$ cat config.mk
export PLATFORM = sky130hd
export DESIGN_NAME = md5_message_digest_top
export DESIGN_NICKNAME = d
export VERILOG_FILES = /design/src/rtl/core/md5_pkg.sv /design/src/rtl/core/md5_message_digest_top.sv
export SDC_FILE = /design/constraint.sdc
export NUM_CORES = 2
export LEC_CHECK = 0
export ABC_AREA = 1
export BUFFER_PORTS_ARGS = -buffer_cell sky130_fd_sc_hd__buf_4
export CORE_MARGIN = 5
export CORE_UTILIZATION = 65
export CTS_CLUSTER_SIZE = 16
export DETAILED_ROUTE_END_ITERATION = 7
export PLACE_DENSITY = 0.86
export SLEW_MARGIN = 10
export SYNTH_ARGS = -nofsm -noshare
export SYNTH_HDL_FRONTEND = slang
export SYNTH_SLANG_ARGS = --single-unit
$ cat constraint.sdc
create_clock -name clk -period 9.9 [get_ports clk]
set_clock_uncertainty 0.15 [all_clocks]
set_input_delay 0.495 -clock clk [delete_from_list [all_inputs] [get_ports clk]]
set_output_delay 0.495 -clock clk [all_outputs]
set_load 0.1 [all_outputs]
$ cat src/rtl/core/md5_pkg.sv
// Package with MD5 constants, round tables and helper functions.
package md5_pkg;

	localparam int WordW = 32;
	localparam int BlockDepth = 16;
	localparam int IdxW = 4;
	localparam int RoundW = 6;

	localparam logic [WordW-1:0] InitA = 32'h67452301;
	localparam logic [WordW-1:0] InitB = 32'hEFCDAB89;
	localparam logic [WordW-1:0] InitC = 32'h98BADCFE;
	localparam logic [WordW-1:0] InitD = 32'h10325476;
	localparam logic [WordW-1:0] PadByte = 32'h00000080;

	typedef logic [WordW-1:0] word_t;

	function automatic word_t round_k(input logic [RoundW-1:0] r);
		word_t k;
		begin
			case (r)
				6'd0: k = 32'hD76AA478; 6'd1: k = 32'hE8C7B756;
				6'd2: k = 32'h242070DB; 6'd3: k = 32'hC1BDCEEE;
				6'd4: k = 32'hF57C0FAF; 6'd5: k = 32'h4787C62A;
				6'd6: k = 32'hA8304613; 6'd7: k = 32'hFD469501;
				6'd8: k = 32'h698098D8; 6'd9: k = 32'h8B44F7AF;
				6'd10: k = 32'hFFFF5BB1; 6'd11: k = 32'h895CD7BE;
				6'd12: k = 32'h6B901122; 6'd13: k = 32'hFD987193;
				6'd14: k = 32'hA679438E; 6'd15: k = 32'h49B40821;
				6'd16: k = 32'hF61E2562; 6'd17: k = 32'hC040B340;
				6'd18: k = 32'h265E5A51; 6'd19: k = 32'hE9B6C7AA;
				6'd20: k = 32'hD62F105D; 6'd21: k = 32'h02441453;
				6'd22: k = 32'hD8A1E681; 6'd23: k = 32'hE7D3FBC8;
				6'd24: k = 32'h21E1CDE6; 6'd25: k = 32'hC33707D6;
				6'd26: k = 32'hF4D50D87; 6'd27: k = 32'h455A14ED;
				6'd28: k = 32'hA9E3E905; 6'd29: k = 32'hFCEFA3F8;
				6'd30: k = 32'h676F02D9; 6'd31: k = 32'h8D2A4C8A;
				6'd32: k = 32'hFFFA3942; 6'd33: k = 32'h8771F681;
				6'd34: k = 32'h6D9D6122; 6'd35: k = 32'hFDE5380C;
				6'd36: k = 32'hA4BEEA44; 6'd37: k = 32'h4BDECFA9;
				6'd38: k = 32'hF6BB4B60; 6'd39: k = 32'hBEBFBC70;
				6'd40: k = 32'h289B7EC6; 6'd41: k = 32'hEAA127FA;
				6'd42: k = 32'hD4EF3085; 6'd43: k = 32'h04881D05;
				6'd44: k = 32'hD9D4D039; 6'd45: k = 32'hE6DB99E5;
				6'd46: k = 32'h1FA27CF8; 6'd47: k = 32'hC4AC5665;
				6'd48: k = 32'hF4292244; 6'd49: k = 32'h432AFF97;
				6'd50: k = 32'hAB9423A7; 6'd51: k = 32'hFC93A039;
				6'd52: k = 32'h655B59C3; 6'd53: k = 32'h8F0CCC92;
				6'd54: k = 32'hFFEFF47D; 6'd55: k = 32'h85845DD1;
				6'd56: k = 32'h6FA87E4F; 6'd57: k = 32'hFE2CE6E0;
				6'd58: k = 32'hA3014314; 6'd59: k = 32'h4E0811A1;
				6'd60: k = 32'hF7537E82; 6'd61: k = 32'hBD3AF235;
				6'd62: k = 32'h2AD7D2BB; default: k = 32'hEB86D391;
			endcase
			return k;
		end
	endfunction

	function automatic logic [4:0] round_s(input logic [RoundW-1:0] r);
		logic [4:0] s;
		begin
			case ({r[5:4], r[1:0]})
				4'd0: s = 5'd7;   4'd1: s = 5'd12;  4'd2: s = 5'd17;  4'd3: s = 5'd22;
				4'd4: s = 5'd5;   4'd5: s = 5'd9;   4'd6: s = 5'd14;  4'd7: s = 5'd20;
				4'd8: s = 5'd4;   4'd9: s = 5'd11;  4'd10: s = 5'd16; 4'd11: s = 5'd23;
				4'd12: s = 5'd6;  4'd13: s = 5'd10; 4'd14: s = 5'd15; default: s = 5'd21;
			endcase
			return s;
		end
	endfunction

	// message word index used by a round
	function automatic logic [IdxW-1:0] round_g(input logic [RoundW-1:0] r);
		logic [IdxW-1:0] ri;
		logic [IdxW-1:0] g;
		begin
			ri = r[3:0];
			case (r[5:4])
				2'd0: g = ri;
				2'd1: g = IdxW'(5 * ri + 1);
				2'd2: g = IdxW'(3 * ri + 5);
				default: g = IdxW'(7 * ri);
			endcase
			return g;
		end
	endfunction

	function automatic word_t rotl(input word_t v, input logic [4:0] n);
		logic [2*WordW-1:0] dbl;
		begin
			dbl = {v, v} << n;
			return dbl[2*WordW-1:WordW];
		end
	endfunction

endpackage

$ cat src/rtl/core/md5_message_digest_top.sv
// MD5 message digest core: word buffer memory, round engine and padding sequencer.
//
//  channel | dir | handshake        | tdata / tuser
//  s_axis  | in  | s_axis_tvalid/rdy | data_word[31:0]; tuser bytes_valid; tlast last_word
//  m_axis  | out | m_axis_tvalid/rdy | digest_word[31:0]; tuser digest_index; tlast digest_last
//
// A word that does not fill the buffer is written to the buffer memory. A word
// that fills it starts a block: 64 rounds, one per cycle, each reading its
// message word from the buffer memory one round ahead, then the chaining add.
// No input word is accepted until the block is done. A last word adds padding
// writes (one per word) and one or two blocks, then four digest transfers.
// Reset is asynchronous and returns the chaining values to the MD5 initial
// vector; the buffer needs no clearing. Output stalls hold the block.
module md5_message_digest_top
	import md5_pkg::*;
(
	input  logic        clk,
	input  logic        arst_n,
	input  logic        s_axis_tvalid,
	output logic        s_axis_tready,
	input  logic [31:0] s_axis_tdata,   // [31:0] data_word
	input  logic [2:0]  s_axis_tuser,   // [2:0] bytes_valid
	input  logic        s_axis_tlast,   // last_word
	output logic        m_axis_tvalid,
	input  logic        m_axis_tready,
	output logic [31:0] m_axis_tdata,   // [31:0] digest_word
	output logic [1:0]  m_axis_tuser,   // [1:0] digest_index
	output logic        m_axis_tlast    // digest_last
);

	localparam logic [2:0] StIdle  = 3'd0;
	localparam logic [2:0] StPad   = 3'd1;
	localparam logic [2:0] StRound = 3'd2;
	localparam logic [2:0] StAdd   = 3'd3;
	localparam logic [2:0] StOut   = 3'd4;

	logic [2:0] state_q;
	word_t mem [BlockDepth];
	word_t rd_data_q;
	logic mem_we;
	logic [IdxW-1:0] mem_wa;
	word_t mem_wd;
	logic [IdxW-1:0] mem_ra;

	word_t ch_q [4];
	word_t a_q, b_q, c_q, d_q;
	logic [60:0] byte_cnt_q;
	logic [IdxW-1:0] fill_q;
	logic [RoundW-1:0] rnd_q;
	logic pad_q;          // padding in progress after the last word
	logic [1:0] len_ph_q; // 1 pad byte pending, 2 zero fill, 3 length low written
	logic [1:0] out_idx_q;

	logic acc;
	logic [2:0] nb;
	word_t tail_word;
	logic [63:0] bits;
	logic [60:0] cnt_next;
	word_t f_val, f_sum;

	assign s_axis_tready = (state_q == StIdle);
	assign acc = s_axis_tvalid && s_axis_tready;
	assign nb = (s_axis_tuser > 3'd4) ? 3'd4 : s_axis_tuser;
	assign bits = {byte_cnt_q, 3'b000};

	always_comb begin
		case (nb)
			3'd0: tail_word = PadByte;
			3'd1: tail_word = {16'h0, 8'h80, s_axis_tdata[7:0]};
			3'd2: tail_word = {8'h0, 8'h80, s_axis_tdata[15:0]};
			3'd3: tail_word = {8'h80, s_axis_tdata[23:0]};
			default: tail_word = s_axis_tdata;
		endcase
		cnt_next = byte_cnt_q + (s_axis_tlast ? 61'(nb) : 61'd4);
	end

	// write side: input words or padding words
	always_comb begin
		mem_we = 1'b0;
		mem_wa = fill_q;
		mem_wd = '0;
		if (acc) begin
			mem_we = 1'b1;
			mem_wd = s_axis_tlast ? tail_word : s_axis_tdata;
		end else if (state_q == StPad) begin
			mem_we = 1'b1;
			if (len_ph_q == 2'd1) mem_wd = PadByte;
			else if (len_ph_q == 2'd3) mem_wd = bits[63:32];
			else if (fill_q == 4'd14) mem_wd = bits[31:0];
		end
	end

	// read one round ahead
	always_comb begin
		mem_ra = round_g(rnd_q + 6'd1);
		if (state_q != StRound) mem_ra = round_g(6'd0);
	end

	always_ff @(posedge clk) begin
		if (mem_we) mem[mem_wa] <= mem_wd;
		rd_data_q <= mem[mem_ra];
	end

	always_comb begin
		unique case (rnd_q[5:4])
			2'd0: f_val = (b_q & c_q) | (~b_q & d_q);
			2'd1: f_val = (d_q & b_q) | (~d_q & c_q);
			2'd2: f_val = b_q ^ c_q ^ d_q;
			default: f_val = c_q ^ (b_q | ~d_q);
		endcase
		f_sum = f_val + a_q + round_k(rnd_q) + rd_data_q;
	end

	// len_ph_q: 1 = full word with pad byte pending, 2 = zero fill,
	// 3 = length low word written, high word next (final block)
	always_ff @(posedge clk or negedge arst_n) begin
		if (!arst_n) begin
			state_q <= StIdle;
			ch_q[0] <= InitA; ch_q[1] <= InitB; ch_q[2] <= InitC; ch_q[3] <= InitD;
			a_q <= '0; b_q <= '0; c_q <= '0; d_q <= '0;
			byte_cnt_q <= '0;
			fill_q <= '0;
			rnd_q <= '0;
			pad_q <= 1'b0;
			len_ph_q <= '0;
			out_idx_q <= '0;
		end else begin
			unique case (state_q)
				StIdle: begin
					if (acc) begin
						byte_cnt_q <= cnt_next;
						fill_q <= fill_q + 4'd1;
						if (s_axis_tlast) begin
							pad_q <= 1'b1;
							len_ph_q <= (nb == 3'd4) ? 2'd1 : 2'd2;
						end
						if (fill_q == 4'd15) begin
							state_q <= StRound;
							rnd_q <= '0;
							a_q <= ch_q[0]; b_q <= ch_q[1]; c_q <= ch_q[2]; d_q <= ch_q[3];
						end else if (s_axis_tlast) begin
							state_q <= StPad;
						end
					end
				end
				StPad: begin
					fill_q <= fill_q + 4'd1;
					if (len_ph_q == 2'd1) len_ph_q <= 2'd2;
					else if (len_ph_q == 2'd2 && fill_q == 4'd14) len_ph_q <= 2'd3;
					if (fill_q == 4'd15) begin
						state_q <= StRound;
						rnd_q <= '0;
						a_q <= ch_q[0]; b_q <= ch_q[1]; c_q <= ch_q[2]; d_q <= ch_q[3];
					end
				end
				StRound: begin
					a_q <= d_q;
					d_q <= c_q;
					c_q <= b_q;
					b_q <= b_q + rotl(f_sum, round_s(rnd_q));
					rnd_q <= rnd_q + 6'd1;
					if (rnd_q == 6'd63) state_q <= StAdd;
				end
				StAdd: begin
					ch_q[0] <= ch_q[0] + a_q; ch_q[1] <= ch_q[1] + b_q;
					ch_q[2] <= ch_q[2] + c_q; ch_q[3] <= ch_q[3] + d_q;
					rnd_q <= '0;
					if (!pad_q) begin
						state_q <= StIdle;
					end else if (len_ph_q == 2'd3) begin
						// block ending with the length words was the final one
						state_q <= StOut;
						out_idx_q <= '0;
					end else begin
						state_q <= StPad;
					end
				end
				StOut: begin
					if (m_axis_tready) begin
						out_idx_q <= out_idx_q + 2'd1;
						if (out_idx_q == 2'd3) begin
							state_q <= StIdle;
							ch_q[0] <= InitA; ch_q[1] <= InitB;
							ch_q[2] <= InitC; ch_q[3] <= InitD;
							byte_cnt_q <= '0;
							fill_q <= '0;
							pad_q <= 1'b0;
							len_ph_q <= '0;
						end
					end
				end
				default: state_q <= StIdle;
			endcase
		end
	end

	assign m_axis_tvalid = (state_q == StOut);
	assign m_axis_tdata = ch_q[out_idx_q];
	assign m_axis_tuser = out_idx_q;
	assign m_axis_tlast = (out_idx_q == 2'd3);

	a_no_in_busy: assert property (@(posedge clk) disable iff (!arst_n)
		(state_q == StRound) |-> !s_axis_tready) else $error("input taken mid block");
	a_round_adv: assert property (@(posedge clk) disable iff (!arst_n)
		(state_q == StRound && rnd_q != 6'd63) |=> (state_q == StRound))
		else $error("round sequence broken");
	a_out_hold: assert property (@(posedge clk) disable iff (!arst_n)
		(m_axis_tvalid && !m_axis_tready) |=> (m_axis_tvalid && $stable(out_idx_q)))
		else $error("digest dropped");

endmodule
==> impl_metrics.ini <==
[cts]
cts_buffer_depth = 3
cts_tree = done
cts_made_buffers = 88
clkLatencyLatePin_ps = 710
post_cts_buffers = 0
path_clk_slew_ps = 60
h-tree-depth = 3
cts-root-buf = clkbuf_16
cts.sinks = 879

[die]
die_x_um = 303
fp-row-count = 107
start_util = 0.655
dieArea_um2 = 91900
core-area_um2 = 85300
ios = 77
die_h_um = 303

[layout]
area.growth.synth_to_final_pct = 9.10
final_nets = 7145
most-common-layout-cells = nand2_1 (1100), inv_1 (954), a21oi_1 (719)
drive_gt1_frac = 0.0740
final_common_cell = nand2_1
utilization = 0.715

[synth]
syn_avg_cell_area_um2 = 8.19
syn_area_um2 = 55800
syn_nets = 7159
yosys.cell_types.count = 70
yosysSeqAreaShare = 0.438
synth_edf_count = 512
synth_ff_type = edfxtp_1
ys_seq_elements = 879
syn-instance-count = 6816
yosysWarnings = 0
async_reset_ff_frac = 0.381

[setup_path]
crit_family = compound AO/OA/AOI/OAI gates
path_max_fanout = 19
slowest_stage = ha_1
path_class = flop to flop
path_buf_inv = 5
path_common_cell = nand2_1
cp.arrival_ps = 9860
cp.required_ps = 10320
startpoint_type = flop
critPathCaptureType = flop
slowest_delay_ps = 600

[flow_run]
maxCapViolations = 0

[sta]
tightestPinTransition_ps = 1230
fin_crit_ps = 9440
slew_violations = 0
max_freq_mhz = 106
rsz0062_at_grt = no
fin_setup_tns_ps = 0
setup_viol_count_final = 0
slew_headroom = 0.175
fin_crit_sh = 0.953
finalHoldViolations = 0

[drt]
wl_per_cell_um = 24.9
remaining_drc_errors = 0
viasPerCell = 6.66
drt_iter0_markers = 8180
vias = 53400
wl_mm = 199
dr.pass1.iters = 8
drtAntennaViolNets = 0

[global_routing]
grt_pass1_wl_mm = 296
grt_max_degree = 223
grt_overflow = 0
grt_pass1_vias = 50200
antenna_found_initial = 4
gr-usage-all-layers = 0.422

[placed_design]
gp_congestion = 1.05
hpwl_mm = 135
port-buffer-count = 76

[status]
status = complete, no violations

[worst_hold_path]
hp-class = input pin to flop
==> synth_stat cells (all sizes together), types with 12 or more instances <==
library cell | number | share of area
inv | 970 | 0.065
dfrtp | 271 | 0.12
xor2 | 72 | 0.012
nand2 | 1107 | 0.075
nor4 | 24 | 0.0028
edfxtp | 512 | 0.28
o21a | 20 | 0.0027
o211ai | 134 | 0.018
ha | 232 | 0.052
o32ai | 34 | 0.0063
buf | 91 | 0.0094
dfstp | 64 | 0.030
fa | 71 | 0.025
dfxtp | 32 | 0.011
nand4 | 40 | 0.0045
or2 | 21 | 0.0024
o31ai | 60 | 0.0081
a21oi | 719 | 0.064
o221ai | 30 | 0.0047
o21ai | 808 | 0.072
nand3 | 404 | 0.036
a221oi | 21 | 0.0036
xnor2 | 38 | 0.0060
clkbuf | 210 | 0.014
nor3 | 192 | 0.017
clkinv | 12 | 0.00081
nor2 | 366 | 0.025
o22ai | 99 | 0.011
a31oi | 47 | 0.0053
==> worst register-to-register path: cells and delay by family, from the launching register on <==
family,cells,cell delay (ps)
AOI/OAI and AO/OA,12,3080
xor gates and xnor gates,1,260
adders and majority gates,6,2340
buffers and inverters,5,1080
DFF,1,360
muxes,1,200
and+or+nand+nor,18,1830
==> timing repair <==
action | in CTS | in global routing
setup endpoints to repair | 0 | 19
gates resized for setup | 0 | 3
hold endpoints to repair | 55 | 0
hold buffers | 2 | 0
==> worst paths after layout <==
check | startpoint | end | slack, ps | depth (start not counted)
setup / recovery | rnd_q[0]$_DFFE_PN0P_ | b_q[22]$_DFFE_PN0P_ | 460 | 43
min in group asynchronous | arst_n | d_q[0]$_DFFE_PN0P_ | 130 | 2
hold / removal | m_axis_tready | state_q[2]$_DFFE_PN0P_ | 50 | 4
hold reg to reg | byte_cnt_q[30]$_DFFE_PN0P_ | byte_cnt_q[30]$_DFFE_PN0P_ | 320 | 1
setup reg to reg | rnd_q[0]$_DFFE_PN0P_ | b_q[22]$_DFFE_PN0P_ | 460 | 43
max in group asynchronous | arst_n | byte_cnt_q[38]$_DFFE_PN0P_ | 7140 | 4
==> kinds of logic (layout without fill, tap and decap cells) <==
group,count (synthesis),in the layout,synth area share
flip-flops,879,879,0.438
XOR/XNOR,110,110,0.0176
AND/OR/NAND/NOR,2173,2173,0.166
other,0,2,0
AO/OA/AOI/OAI,2055,2055,0.209
buffers and inverters,1283,1344,0.0895
adder cells (fa/ha/maj),303,303,0.0774
multiplexers,13,13,0.00246
==> through the flow <==
stage	hold WS, ps	area, um2	instances	setup slack, ps
floorplan	49.4	55800	6816	2620
global placement	300	57700	7852	587
detailed placement	310	57700	7852	443
CTS	31.2	60900	8019	372
global route	52.9	60900	8021	44.1
finish	49.9	60900	8023	463
==> state kept, by name, summed over array words and instances (netlist names) <==
register,flops
d_q,32
ch_q,128
mem,512
pad_q,1
b_q,32
state_q,3
a_q,32
rnd_q,6
byte_cnt_q,61
fill_q,4
c_q,32
m_axis_tuser,2
len_ph_q,2
rd_data_q,32
==> area by class of cell <==
cell class              count  area [um2]
multi-input cells        4654       26600
diodes                      2        5.00
repair buffers            197        1570
clock buffers             113        2420
flip-flops and latches    879       24500
fillers                  6335       24300
inverters                 982        3700
well taps                1144        1430
clock inverters            52         759
==> metal layers <==
layer,share of wire,global-route usage
met1,0.35,0.521
met2,0.44,0.652
met3,0.12,0.0985
met4,0.097,0.314
met5,0.00014,0
Power is not shown: default switching activity piles up to over one toggle a cycle in this logic, so the estimate is an artifact.
